==> config.mk <==
export PLATFORM = sky130hd
export DESIGN_NAME = lge_row_mem
export DESIGN_NICKNAME = d
export VERILOG_FILES = /design/src/hw/rtl/lge_pkg.sv /design/src/hw/rtl/lge_row_mem.sv
export SDC_FILE = /design/constraint.sdc
export NUM_CORES = 2
export LEC_CHECK = 0
export BUFFER_PORTS_ARGS = -buffer_cell sky130_fd_sc_hd__buf_2
export CORE_ASPECT_RATIO = 2
export CORE_MARGIN = 2
export CORE_UTILIZATION = 45
export DETAILED_ROUTE_END_ITERATION = 10
export GPL_ROUTABILITY_DRIVEN = 0
export SYNTH_ARGS = -nofsm -noshare
export SYNTH_HDL_FRONTEND = slang
export SYNTH_SLANG_ARGS = --single-unit
==> constraint.sdc <==
create_clock -name clk -period 4.8 [get_ports clk]
set_input_delay 0.24 -clock clk [delete_from_list [all_inputs] [get_ports clk]]
set_output_delay 0.24 -clock clk [all_outputs]
set_load 0.05 [all_outputs]
==> src/hw/rtl/lge_pkg.sv <==
// Shared constants, types and helper functions of the Life generation engine.
package lge_pkg;

	localparam int MAX_ROWS = 32;
	localparam int MAX_COLS = 128;
	localparam int ROW_W = $clog2(MAX_ROWS);
	localparam int COL_W = $clog2(MAX_COLS);
	localparam int NR_W = $clog2(MAX_ROWS + 1);
	localparam int NC_W = $clog2(MAX_COLS + 1);
	localparam int CNT_W = 13;
	localparam int RROWS_W = 6;
	localparam int RCOLS_W = 8;
	localparam int CFG_W = 8;
	localparam int CFG_IDX_W = 1;
	localparam int ROWS_RESET = 20;
	localparam int COLS_RESET = 80;

	localparam logic [CFG_IDX_W-1:0] REG_ROWS = 1'b0;
	localparam logic [CFG_IDX_W-1:0] REG_COLS = 1'b1;

	localparam int CHUNK_W = 8;
	localparam int NCHUNK = (MAX_COLS + CHUNK_W - 1) / CHUNK_W;
	localparam int GRP_CHUNKS = 4;
	localparam int NGRP = (NCHUNK + GRP_CHUNKS - 1) / GRP_CHUNKS;
	localparam int PAD_W = NGRP * GRP_CHUNKS * CHUNK_W;
	localparam int CHUNK_CNT_W = $clog2(CHUNK_W + 1);
	localparam int GRP_CNT_W = $clog2(GRP_CHUNKS * CHUNK_W + 1);

	typedef logic [MAX_COLS-1:0] row_bits_t;

	typedef enum logic [1:0] {
		OP_CLEAR = 2'd0,
		OP_SET   = 2'd1,
		OP_GEN   = 2'd2,
		OP_READ  = 2'd3
	} op_t;

	typedef enum logic [1:0] {
		STAT_OK    = 2'd0,
		STAT_RANGE = 2'd1,
		STAT_LIVE  = 2'd2
	} stat_t;

	typedef enum logic [2:0] {
		S_IDLE,
		S_ACCESS,
		S_GEN,
		S_DRAIN,
		S_RESP
	} state_t;

	typedef struct packed {
		logic             en;
		logic [ROW_W-1:0] addr;
	} mem_rd_t;

	typedef struct packed {
		logic             en;
		logic [ROW_W-1:0] addr;
		row_bits_t        data;
	} mem_wr_t;

	typedef struct packed {
		logic            en;
		logic [NR_W-1:0] from;
	} row_clr_t;

	typedef struct packed {
		logic            en;
		logic [NR_W-1:0] idx;
	} gen_issue_t;

	function automatic logic [NR_W-1:0] clamp_rows(input logic [RROWS_W-1:0] v);
		if (v == '0) begin
			return NR_W'(1);
		end else if (int'(v) > MAX_ROWS) begin
			return NR_W'(MAX_ROWS);
		end else begin
			return NR_W'(v);
		end
	endfunction

	function automatic logic [NC_W-1:0] clamp_cols(input logic [RCOLS_W-1:0] v);
		if (v == '0) begin
			return NC_W'(1);
		end else if (int'(v) > MAX_COLS) begin
			return NC_W'(MAX_COLS);
		end else begin
			return NC_W'(v);
		end
	endfunction

	function automatic row_bits_t col_mask(input logic [NC_W-1:0] nc);
		row_bits_t m;
		for (int i = 0; i < MAX_COLS; i++) begin
			m[i] = (i < int'(nc));
		end
		return m;
	endfunction

	function automatic logic [CHUNK_CNT_W-1:0] popcnt_chunk(input logic [CHUNK_W-1:0] v);
		logic [CHUNK_CNT_W-1:0] n;
		n = '0;
		for (int i = 0; i < CHUNK_W; i++) begin
			n = n + CHUNK_CNT_W'(v[i]);
		end
		return n;
	endfunction

endpackage

==> src/hw/rtl/lge_row_mem.sv <==
// Grid row memory with registered read and per-row valid flags.
module lge_row_mem
	import lge_pkg::*;
(
	input  logic      clk,
	input  logic      arst_n,
	input  mem_rd_t   rd_req,
	input  mem_wr_t   wr_req,
	input  row_clr_t  clr_req,
	output row_bits_t rd_data,
	output logic      rd_row_valid
);

	row_bits_t            mem [MAX_ROWS];
	logic [MAX_ROWS-1:0]  row_valid_q;
	row_bits_t            rd_data_q;
	logic                 rd_row_valid_q;

	always_ff @(posedge clk) begin
		if (wr_req.en) begin
			mem[wr_req.addr] <= wr_req.data;
		end
		if (rd_req.en) begin
			rd_data_q <= mem[rd_req.addr];
		end
	end

	always_ff @(posedge clk or negedge arst_n) begin
		if (!arst_n) begin
			row_valid_q <= '0;
			rd_row_valid_q <= 1'b0;
		end else begin
			if (clr_req.en) begin
				for (int i = 0; i < MAX_ROWS; i++) begin
					if (i >= int'(clr_req.from)) begin
						row_valid_q[i] <= 1'b0;
					end
				end
			end
			if (wr_req.en) begin
				row_valid_q[wr_req.addr] <= 1'b1;
			end
			if (rd_req.en) begin
				rd_row_valid_q <= row_valid_q[rd_req.addr];
			end
		end
	end

	assign rd_data = rd_data_q;
	assign rd_row_valid = rd_row_valid_q;

endmodule

==> results_dict.tcl <==
set metrics [dict create \
    worst_slack_ns 1.768 \
    grt_pass1_vias 76220 \
    clk_latency_ns 0.95 \
    crit_type "in -> reg" \
    yosys.area.top_type "edfxtp_1" \
    initial_core_util_pct 45.11 \
    netlist_instances 6227 \
    status "finished clean" \
    place_inst 11150 \
    post_cts_buffers 0 \
    setup-tns-final_ns 0 \
    root_buffer "clkbuf_16" \
    synth_area_um2 160400 \
    p_leak_nw 57.20 \
    wire_per_inst_um 35.63 \
    fmax_ghz 0.3298 \
    crit_path_end_kind "flip-flop" \
    antenna_left 0 \
    synthArstFlopShare_pct 0.7752 \
    grt_pass1_wl_um 597100 \
    drt-initial-drc-count 7993 \
    die_y_um 848.4 \
    yosysUniqueCellTypes 39 \
    clock_skew_ns 0.05070 \
    antenna_found_initial 47 \
    drv_slew 0 \
    fin_crit_sh_pct 63.16 \
    via_per_inst 6.156 \
    io_pins 278 \
    multi_input_area_um2 31620 \
    detail_route.first_pass.iterations 6 \
    dp.final_hpwl_um 228100 \
    io_buffers 277 \
    max_slew.worst_pin.slew_ns 1.330 \
    finalNonFillerCells 11960 \
    setup_viol 0 \
    cp.required_ns 5.36 \
    slowest_stage "nor2_4" \
    syn_nets 6376 \
    cp-endpoint "mem[10][121]" \
    die_w_um 426.2 \
    cap_viol_max_count 0 \
    ff2ff_setup_slack_ns 2.80 \
    synth-seq-cells 4257 \
    maxSlewHeadroom_pct 11.11 \
    core_um2 355700 \
    grt_usage_pct 23.57 \
    area_delta_synth_final_pct 14.44 \
    num_vias 73600 \
    crit_chain "dlygate4sd3_1, buf_2, nand3b_1, dlygate4sd3_1, buf_4, nor2_4, buf_4" \
    synthTopCellsByCount "4,224 x edfxtp_1, 1,236 x mux4_2, 170 x clkbuf_1, 154 x mux2_2, 107 x buf_2" \
    rsz0062_at_grt "no" \
    cts_tree "done" \
    synth_area_leaders "edfxtp_1 79%, mux4_2 17%, mux2_2 1.1%" \
    synthFlopType "edfxtp_1" \
    synth_top_area_share_pct 79.06 \
    placed_cell_area_um2 170500 \
    timing.rr.start "mem[27][123]" \
    routed_wl_um 426000 \
    grt_max_degree 106 \
    nets 7134 \
    worst_r2r_path_depth 3 \
    cts.sinks 4257 \
    synth_area_per_cell_um2 25.77 \
    power_density_nw_per_um2 410.6 \
    drive_above_1_share_pct 34.53 \
    fp-row-count 310 \
    crit_fanout 18 \
    cts_made_buffers 359 \
    design_power_total_w 0.07539 \
    slowest_delay_ns 0.99 \
    cts.clk_slew.worst_paths_ns 0.07 \
    regToRegEndpoint "rd_data[123]" \
    drc_errors 0 \
    ys_warn_count 0 \
    ys_seq_area_share_pct 79.57 \
    synth_edf_count 4224 \
    fin_area_um2 183600 \
    peakVddDrop_mv 0.3665 \
    cts_htree_levels 5 \
    crit_path_start "wr_req[128]" \
    cp.arrival_ns 3.59 \
    regArea_um2 127700 \
    period_minus_slack_ns 3.032 \
    nFillCells 27020 \
    grt_overflow 0 \
    hold_class "in -> reg" \
    hold_viol 0 \
    clock_path_buffers 4 \
    yosysMostFrequentCell "edfxtp_1" \
    dp_slack_ns 1.614 \
    die_area_um2 361600 \
    worstSetupStartpointType "primary input" \
]
state kept, by name, summed over array words and instances (netlist names):
register and count:
mem 4096, rd_data 128, row_valid_q 32, rd_row_valid 1
worst min-delay path by stage:
stage / from / end / slack, ns / depth (start not counted)
2_1_floorplan: arst_n / rd_row_valid / -0.06 / 0
3_3_place_gp: arst_n / row_valid_q[9] / 0.35 / 1
3_5_place_dp: arst_n / row_valid_q[24] / 0.36 / 1
4_1_cts: rd_req[2] / rd_data[125] / 0.002 / 2
5_1_grt: rd_req[2] / rd_data[125] / 0.04 / 2
6_report: wr_req[131] / row_valid_q[18] / 0.07 / 3
layer usage:
layer	GRT usage (%)	part of all wire, %	up-vias
li1	-	-	28740
met1	31.02	38	41350
met2	41.74	53	2865
met3	2.778	5.9	638
met4	6.030	2.7	14
met5	0	0.020	-
logic make-up after synthesis:
logic type / Yosys count / synth area share (%)
compound gates: 114 / 0.4999
flops: 4257 / 79.57
mux: 1446 / 18.78
simple gates: 84 / 0.2651
buf+inv: 326 / 0.8812
power by group:
part	internal, W	total (W)	switching [W]
Combinational	0.00170	0.00414	0.00244
Clock	0.0163	0.0296	0.0132
Sequential	0.0415	0.0417	0.000239
Total	0.0595	0.0754	0.0159
layout by cell type, fill, tap and decap left out, types with 43 or more instances in the layout:
cell type	instances
clkbuf_1	63
mux2i_1	56
edfxtp_1	4224
buf_4	153
clkinv_1	65
mux2_2	154
bufinv_16	43
clkbuf_16	367
dlygate4sd3_1	153
mux4_2	1236
buf_2	271
clkinv_2	62
buf_12	136
worst max-delay path: cells and delay by family:
family	cells	cell delay, ns
buf+inv	5	2.11
simple gates	2	1.13
layout make-up:
class	count	share of cell area, %
Antenna cell	19	0.02590
Clock buffer	430	5.131
Clock inverter	204	1.167
Inverter	5	0.01022
Multi-Input combinational cell	1644	17.22
Sequential cell	4257	69.53
Tap cell	4680	3.189
Timing Repair Buffer	718	3.722
through the flow:
stage / hold slack [ns] / util [%]
after floorplan: -0.05559 / -
after global placement: 0.3521 / 47.93
after detailed placement: 0.3639 / 47.93
after CTS: 0.001617 / 51.61
after global routing: 0.04495 / 51.61
final: 0.06577 / 51.62
timing repair:
item,4_1_cts,5_1_grt
hold buffers,153,0
resized for setup,0,0
hold endpoints to repair,4195,0
(Power assumes the default switching activity.)
