===== config.mk =====
export PLATFORM = sky130hd
export DESIGN_NAME = lge_row_eval
export DESIGN_NICKNAME = d
export VERILOG_FILES = /design/src/hw/rtl/lge_pkg.sv /design/src/hw/rtl/lge_row_eval.sv
export SDC_FILE = /design/constraint.sdc
export NUM_CORES = 2
export LEC_CHECK = 0
export BUFFER_PORTS_ARGS = -buffer_cell sky130_fd_sc_hd__buf_2
export CAP_MARGIN = 15
export CELL_PAD_IN_SITES_DETAIL_PLACEMENT = 0
export CELL_PAD_IN_SITES_GLOBAL_PLACEMENT = 1
export CORE_ASPECT_RATIO = 1.1
export CORE_UTILIZATION = 45
export CTS_CLUSTER_SIZE = 20
export DETAILED_ROUTE_END_ITERATION = 10
export PLACE_DENSITY = 0.83
export SKIP_CTS_REPAIR_TIMING = 1
export SYNTH_ARGS = -nofsm -noshare
export SYNTH_HDL_FRONTEND = slang
export SYNTH_SLANG_ARGS = --single-unit

===== constraint.sdc =====
create_clock -name clk -period 12.4 [get_ports clk]
set_input_delay 3.1 -clock clk [delete_from_list [all_inputs] [get_ports clk]]
set_output_delay 3.1 -clock clk [all_outputs]
set_load 0.1 [all_outputs]

===== src/hw/rtl/lge_pkg.sv =====
// Shared constants, types and helper functions of the Life generation engine.
package lge_pkg;

	localparam int MAX_ROWS = 32;
	localparam int MAX_COLS = 128;
	localparam int ROW_W = $clog2(MAX_ROWS);
	localparam int COL_W = $clog2(MAX_COLS);
	localparam int NR_W = $clog2(MAX_ROWS + 1);
	localparam int NC_W = $clog2(MAX_COLS + 1);
	localparam int CNT_W = 13;
	localparam int RROWS_W = 6;
	localparam int RCOLS_W = 8;
	localparam int CFG_W = 8;
	localparam int CFG_IDX_W = 1;
	localparam int ROWS_RESET = 20;
	localparam int COLS_RESET = 80;

	localparam logic [CFG_IDX_W-1:0] REG_ROWS = 1'b0;
	localparam logic [CFG_IDX_W-1:0] REG_COLS = 1'b1;

	localparam int CHUNK_W = 8;
	localparam int NCHUNK = (MAX_COLS + CHUNK_W - 1) / CHUNK_W;
	localparam int GRP_CHUNKS = 4;
	localparam int NGRP = (NCHUNK + GRP_CHUNKS - 1) / GRP_CHUNKS;
	localparam int PAD_W = NGRP * GRP_CHUNKS * CHUNK_W;
	localparam int CHUNK_CNT_W = $clog2(CHUNK_W + 1);
	localparam int GRP_CNT_W = $clog2(GRP_CHUNKS * CHUNK_W + 1);

	typedef logic [MAX_COLS-1:0] row_bits_t;

	typedef enum logic [1:0] {
		OP_CLEAR = 2'd0,
		OP_SET   = 2'd1,
		OP_GEN   = 2'd2,
		OP_READ  = 2'd3
	} op_t;

	typedef enum logic [1:0] {
		STAT_OK    = 2'd0,
		STAT_RANGE = 2'd1,
		STAT_LIVE  = 2'd2
	} stat_t;

	typedef enum logic [2:0] {
		S_IDLE,
		S_ACCESS,
		S_GEN,
		S_DRAIN,
		S_RESP
	} state_t;

	typedef struct packed {
		logic             en;
		logic [ROW_W-1:0] addr;
	} mem_rd_t;

	typedef struct packed {
		logic             en;
		logic [ROW_W-1:0] addr;
		row_bits_t        data;
	} mem_wr_t;

	typedef struct packed {
		logic            en;
		logic [NR_W-1:0] from;
	} row_clr_t;

	typedef struct packed {
		logic            en;
		logic [NR_W-1:0] idx;
	} gen_issue_t;

	function automatic logic [NR_W-1:0] clamp_rows(input logic [RROWS_W-1:0] v);
		if (v == '0) begin
			return NR_W'(1);
		end else if (int'(v) > MAX_ROWS) begin
			return NR_W'(MAX_ROWS);
		end else begin
			return NR_W'(v);
		end
	endfunction

	function automatic logic [NC_W-1:0] clamp_cols(input logic [RCOLS_W-1:0] v);
		if (v == '0) begin
			return NC_W'(1);
		end else if (int'(v) > MAX_COLS) begin
			return NC_W'(MAX_COLS);
		end else begin
			return NC_W'(v);
		end
	endfunction

	function automatic row_bits_t col_mask(input logic [NC_W-1:0] nc);
		row_bits_t m;
		for (int i = 0; i < MAX_COLS; i++) begin
			m[i] = (i < int'(nc));
		end
		return m;
	endfunction

	function automatic logic [CHUNK_CNT_W-1:0] popcnt_chunk(input logic [CHUNK_W-1:0] v);
		logic [CHUNK_CNT_W-1:0] n;
		n = '0;
		for (int i = 0; i < CHUNK_W; i++) begin
			n = n + CHUNK_CNT_W'(v[i]);
		end
		return n;
	endfunction

endpackage


===== src/hw/rtl/lge_row_eval.sv =====
// Three-row window, next-generation rule per row, and pipelined population counts.
module lge_row_eval
	import lge_pkg::*;
(
	input  logic             clk,
	input  logic             arst_n,
	input  logic             start,
	input  gen_issue_t       issue,
	input  logic [NR_W-1:0]  nr,
	input  row_bits_t        colmask,
	input  row_bits_t        rd_data,
	input  logic             rd_row_valid,
	output mem_wr_t          wr_req,
	output logic             busy,
	output logic [CNT_W-1:0] acc_live,
	output logic [CNT_W-1:0] acc_born,
	output logic [CNT_W-1:0] acc_died
);

	function automatic logic life_rule(input logic [2:0] up, input logic [2:0] mid,
		input logic [2:0] dn);
		logic [3:0] n;
		n = 4'(up[0]) + 4'(up[1]) + 4'(up[2]) + 4'(mid[0]) + 4'(mid[2])
			+ 4'(dn[0]) + 4'(dn[1]) + 4'(dn[2]);
		return (n == 4'd3) || (mid[1] && (n == 4'd2));
	endfunction

	logic                 s1_v_q;
	logic [NR_W-1:0]      s1_idx_q;
	logic                 s2_v_q;
	logic [ROW_W-1:0]     s2_idx_q;
	row_bits_t            above_s2;
	row_bits_t            cur_s2;
	row_bits_t            below_s2;
	logic                 s3_v_q;
	row_bits_t            next_s3;
	row_bits_t            born_s3;
	row_bits_t            died_s3;
	logic                 s4_v_q;
	logic [GRP_CNT_W-1:0] part_live_s4 [NGRP];
	logic [GRP_CNT_W-1:0] part_born_s4 [NGRP];
	logic [GRP_CNT_W-1:0] part_died_s4 [NGRP];
	logic [CNT_W-1:0]     acc_live_q;
	logic [CNT_W-1:0]     acc_born_q;
	logic [CNT_W-1:0]     acc_died_q;

	row_bits_t            in_row;
	row_bits_t            next_row;
	logic [MAX_COLS+1:0]  a_x;
	logic [MAX_COLS+1:0]  c_x;
	logic [MAX_COLS+1:0]  b_x;
	logic [PAD_W-1:0]     live_pad;
	logic [PAD_W-1:0]     born_pad;
	logic [PAD_W-1:0]     died_pad;
	logic [GRP_CNT_W-1:0] grp_live [NGRP];
	logic [GRP_CNT_W-1:0] grp_born [NGRP];
	logic [GRP_CNT_W-1:0] grp_died [NGRP];
	logic [CNT_W-1:0]     sum_live;
	logic [CNT_W-1:0]     sum_born;
	logic [CNT_W-1:0]     sum_died;

	assign in_row = ((s1_idx_q < nr) && rd_row_valid) ? (rd_data & colmask) : '0;

	assign a_x = {1'b0, above_s2, 1'b0};
	assign c_x = {1'b0, cur_s2, 1'b0};
	assign b_x = {1'b0, below_s2, 1'b0};

	always_comb begin
		for (int c = 0; c < MAX_COLS; c++) begin
			next_row[c] = colmask[c] & life_rule(a_x[c +: 3], c_x[c +: 3], b_x[c +: 3]);
		end
	end

	assign wr_req.en = s2_v_q;
	assign wr_req.addr = s2_idx_q;
	assign wr_req.data = next_row;

	assign live_pad = PAD_W'(next_s3);
	assign born_pad = PAD_W'(born_s3);
	assign died_pad = PAD_W'(died_s3);

	always_comb begin
		for (int g = 0; g < NGRP; g++) begin
			grp_live[g] = '0;
			grp_born[g] = '0;
			grp_died[g] = '0;
			for (int k = 0; k < GRP_CHUNKS; k++) begin
				grp_live[g] = grp_live[g]
					+ GRP_CNT_W'(popcnt_chunk(live_pad[(g*GRP_CHUNKS+k)*CHUNK_W +: CHUNK_W]));
				grp_born[g] = grp_born[g]
					+ GRP_CNT_W'(popcnt_chunk(born_pad[(g*GRP_CHUNKS+k)*CHUNK_W +: CHUNK_W]));
				grp_died[g] = grp_died[g]
					+ GRP_CNT_W'(popcnt_chunk(died_pad[(g*GRP_CHUNKS+k)*CHUNK_W +: CHUNK_W]));
			end
		end
	end

	always_comb begin
		sum_live = '0;
		sum_born = '0;
		sum_died = '0;
		for (int g = 0; g < NGRP; g++) begin
			sum_live = sum_live + CNT_W'(part_live_s4[g]);
			sum_born = sum_born + CNT_W'(part_born_s4[g]);
			sum_died = sum_died + CNT_W'(part_died_s4[g]);
		end
	end

	always_ff @(posedge clk) begin
		if (issue.en) begin
			s1_idx_q <= issue.idx;
		end
		if (start) begin
			above_s2 <= '0;
			cur_s2 <= '0;
			below_s2 <= '0;
		end else if (s1_v_q) begin
			above_s2 <= cur_s2;
			cur_s2 <= below_s2;
			below_s2 <= in_row;
			s2_idx_q <= ROW_W'(s1_idx_q - NR_W'(1));
		end
		if (s2_v_q) begin
			next_s3 <= next_row;
			born_s3 <= next_row & ~cur_s2;
			died_s3 <= cur_s2 & ~next_row;
		end
		if (s3_v_q) begin
			part_live_s4 <= grp_live;
			part_born_s4 <= grp_born;
			part_died_s4 <= grp_died;
		end
	end

	always_ff @(posedge clk or negedge arst_n) begin
		if (!arst_n) begin
			s1_v_q <= 1'b0;
			s2_v_q <= 1'b0;
			s3_v_q <= 1'b0;
			s4_v_q <= 1'b0;
			acc_live_q <= '0;
			acc_born_q <= '0;
			acc_died_q <= '0;
		end else begin
			s1_v_q <= issue.en;
			s2_v_q <= s1_v_q && (s1_idx_q != '0);
			s3_v_q <= s2_v_q;
			s4_v_q <= s3_v_q;
			if (start) begin
				acc_live_q <= '0;
				acc_born_q <= '0;
				acc_died_q <= '0;
			end else if (s4_v_q) begin
				acc_live_q <= acc_live_q + sum_live;
				acc_born_q <= acc_born_q + sum_born;
				acc_died_q <= acc_died_q + sum_died;
			end
		end
	end

	assign busy = s1_v_q | s2_v_q | s3_v_q | s4_v_q;
	assign acc_live = acc_live_q;
	assign acc_born = acc_born_q;
	assign acc_died = acc_died_q;

endmodule


==> metrics.cfg <==
[clock_network]
path_clk_slew_ps=60
clk_path_buf_depth=3
cts_tree=done
cts.sink_count=894
cts_buffers=106
insertion_delay_ps=730
cts_max_level=3
cts-root-buf=clkbuf_16

[worst_setup_path]
cp_top_family=adder cells
crit_path_max_incr_delay_ps=1000
crit_top_cell=fa_1
cp-end-kind=output pin
cp_max_fo=4
cp_data_arrival_time_ps=5270
crit_type=reg2out
path_cells=fa_1, inv_1, fa_1, fa_1, inv_1, ha_1, inv_1, fa_1, a2111oi_0, a21oi_1, nor4b_1, buf_2
slowest_stage=nor4b_1
worst_setup_path_start_kind=flip-flop
crit_required_ps=9300
critical_path_buf_inv_count=4

[sta]
rsz0062_at_grt=false
fin_crit_sh=0.675
hold_viol=0
fin_setup_tns_ps=0
period_needed_ps=8370
tightest_slew_ps=1170
clock_skew_ps=33.0
finalMaxSlewViolations=0
setup-violations-final=0
maxSlewHeadroom=0.208
max_freq_ghz=0.119

[detailed_routing]
routedWlPerCell_um=19.1
first_pass_iters=7
totalWireLength_mm=166
ant_nets=0
vias_per_cell=5.00
drtIter0Drc=2324
vias=43500
drc=0

[synth]
synth_area_leader_cell=fa_1
synth_edf_count=467
synth_cell_type_count=58
ys_warn_count=0
synth_flop_cell=edfxtp_1
synth_cells=6212
ys_seq_area_frac=0.344
synth.top_cell.area_share=0.256
syn_avg_cell_area_um2=10.7
synthTopCellsByArea=fa_1 26%, edfxtp_1 21%, dfxtp_1 12%
async_flop_share=0.0481
ys_seq_elements=894
synth_area_um2=66300
syn-num-nets=7842

[placement]
place_hpwl_mm=130
numPortBuffers=446
gp_congestion=0.870

[global_route]
grt_use_total=0.230
grt_overflow=0
grt_max_degree=144
antenna_found_initial=12
grt_first_pass_wirelength_mm=264
grt_pass1_vias=46500

[power_and_ir_drop]
p_seq_frac=0.280
power_density_nw_per_um2=175
comb_power_share=0.453
power.internal_w=0.00793
ir_worst_vdd_mv=0.224
power_w=0.0130
p_leak_nw=35.1
swShare=0.390
power_frac_clock=0.267
power.switching_w=0.00508

[floorplanning]
die_area_um2=149000
core_um2=146000
start_util=0.454
die_h_um=404
row_count=147
boundaryPins=447
fp.dieW_um=368

[status]
status=completed

[hold_path]
hp-class=reg2reg

[layout]
area_delta_synth_final_pct=12.4
fin_nets=8300
layout-drive-gt1-share=0.105

[job]
maxCapViolCount=0

## synthesized netlist by cell type, types with 23 or more instances
cell / instances
dfxtp_1: 384
dfrtp_1: 43
edfxtp_1: 467
a2111oi_0: 66
nor2b_1: 78
xnor2_1: 36
and2_1: 104
a21o_1: 30
nand2_1: 337
clkbuf_1: 64
nor4b_2: 36
buf_2: 45
nor2_1: 584
fa_1: 847
o41ai_1: 128
nor3b_1: 23
mux2i_1: 270
a21oi_1: 114
o21a_1: 36
a31oi_1: 61
nor4b_1: 68
and3_1: 24
inv_1: 1733
ha_1: 510
## final timing paths
path | start | to | slack (ps) | depth (start not counted)
setup / recovery | above_s2[57] | wr_req[58] | 4030 | 12
hold / removal | below_s2[123] | below_s2[123] | 470 | 2
setup reg to reg | live_pad[113] | part_live_s4[4] | 6840 | 15
hold reg to reg | below_s2[123] | below_s2[123] | 470 | 2
max in group asynchronous | arst_n | s1_v_q | 9300 | 2
min in group asynchronous | arst_n | acc_live[11] | 2500 | 2
## kinds of logic (layout without fill, tap and decap cells)
family,after synthesis,in the layout,synth area share
adders and majority gates,1357,1357,0.352
muxes,277,277,0.0420
and+or+nand+nor,1293,1293,0.0950
buffers and inverters,1858,2409,0.107
AOI/OAI and AO/OA,481,481,0.0527
DFF,894,894,0.344
other,0,1,0
xor gates and xnor gates,52,52,0.00687
## flip-flops by register name, indices dropped and copies added (netlist names)
| signal | count |
|---|---|
| above_s2 | 128 |
| acc_born | 13 |
| acc_died | 13 |
| acc_live | 13 |
| below_s2 | 128 |
| born_pad | 128 |
| cur_s2 | 128 |
| died_pad | 128 |
| live_pad | 128 |
| part_born_s4 | 24 |
| part_died_s4 | 24 |
| part_live_s4 | 24 |
| s1_idx_q | 6 |
| s1_v_q | 1 |
| s2_idx_q | 5 |
| s2_v_q | 1 |
| s3_v_q | 1 |
| s4_v_q | 1 |
## area by class of cell
class                      count  area, µm²
fill                       13200      71600
multi-input combinational   3460      36400
sequential                   894      22800
inverter                    1734       6510
clock buffer                 136       2920
timing repair buffer         474       2490
tap                         1937       2420
clock inverter                65        960
antenna                        1       2.50
## tightest hold or removal path, cell delays in order (launching register included)
cell,delay (ps)
dfxtp_1,320
nand2_1,50
o41ai_1,50
## metrics by stage
| stage | worst slack, ps | util | hold slack, ps | area, µm² | cells |
|---|---|---|---|---|---|
| final | 4030 | 0.510 | 469 | 74500 | 8701 |
| after global routing | 3780 | 0.510 | 488 | 74500 | 8701 |
| after CTS | 3990 | 0.510 | 470 | 74500 | 8700 |
| after detailed placement | 4650 | 0.483 | 462 | 70600 | 8499 |
| after global placement | 4530 | 0.483 | 455 | 70600 | 8498 |
| after floorplan | 2980 | - | 442 | 66300 | 6212 |
## power by group through the flow
stage	sequential [W]	clock (W)	combinational, W
detailed placement	0.00371	0	0.00595
CTS	0.00365	0.00356	0.00602
global placement	0.00371	0	0.00586
floorplan	0.00387	0	0.00400
finish	0.00365	0.00348	0.00589
global route	0.00367	0.00367	0.00674
## metal layers
layer | share of wire | vias up | track usage
li1 | - | 20500 | -
met1 | 0.44 | 21900 | 0.306
met2 | 0.49 | 920 | 0.388
met3 | 0.050 | 256 | 0.0339
met4 | 0.028 | 8 | 0.0692
met5 | 0.00037 | - | 0
## placed cells by master, fill, tap and decap left out, drive strengths merged, types with 16 or more instances in the layout
cell type | Yosys | final
o21a | 36 | 36
inv | 1734 | 1738
o41ai | 128 | 128
mux2i | 270 | 270
fa | 847 | 847
clkinv | 0 | 28
a31oi | 61 | 61
and3 | 24 | 24
nor2 | 585 | 585
dfxtp | 384 | 384
xnor2 | 36 | 36
a21oi | 114 | 114
o21ai | 17 | 17
buf | 60 | 474
bufinv | 0 | 20
nand2 | 337 | 337
and2 | 104 | 104
xor2 | 16 | 16
a2111oi | 66 | 66
clkbuf | 64 | 136
nor4b | 104 | 104
a21o | 30 | 30
nor2b | 78 | 78
dfrtp | 43 | 43
ha | 510 | 510
nor3b | 23 | 23
edfxtp | 467 | 467
Power figures use the tool's default switching activity.
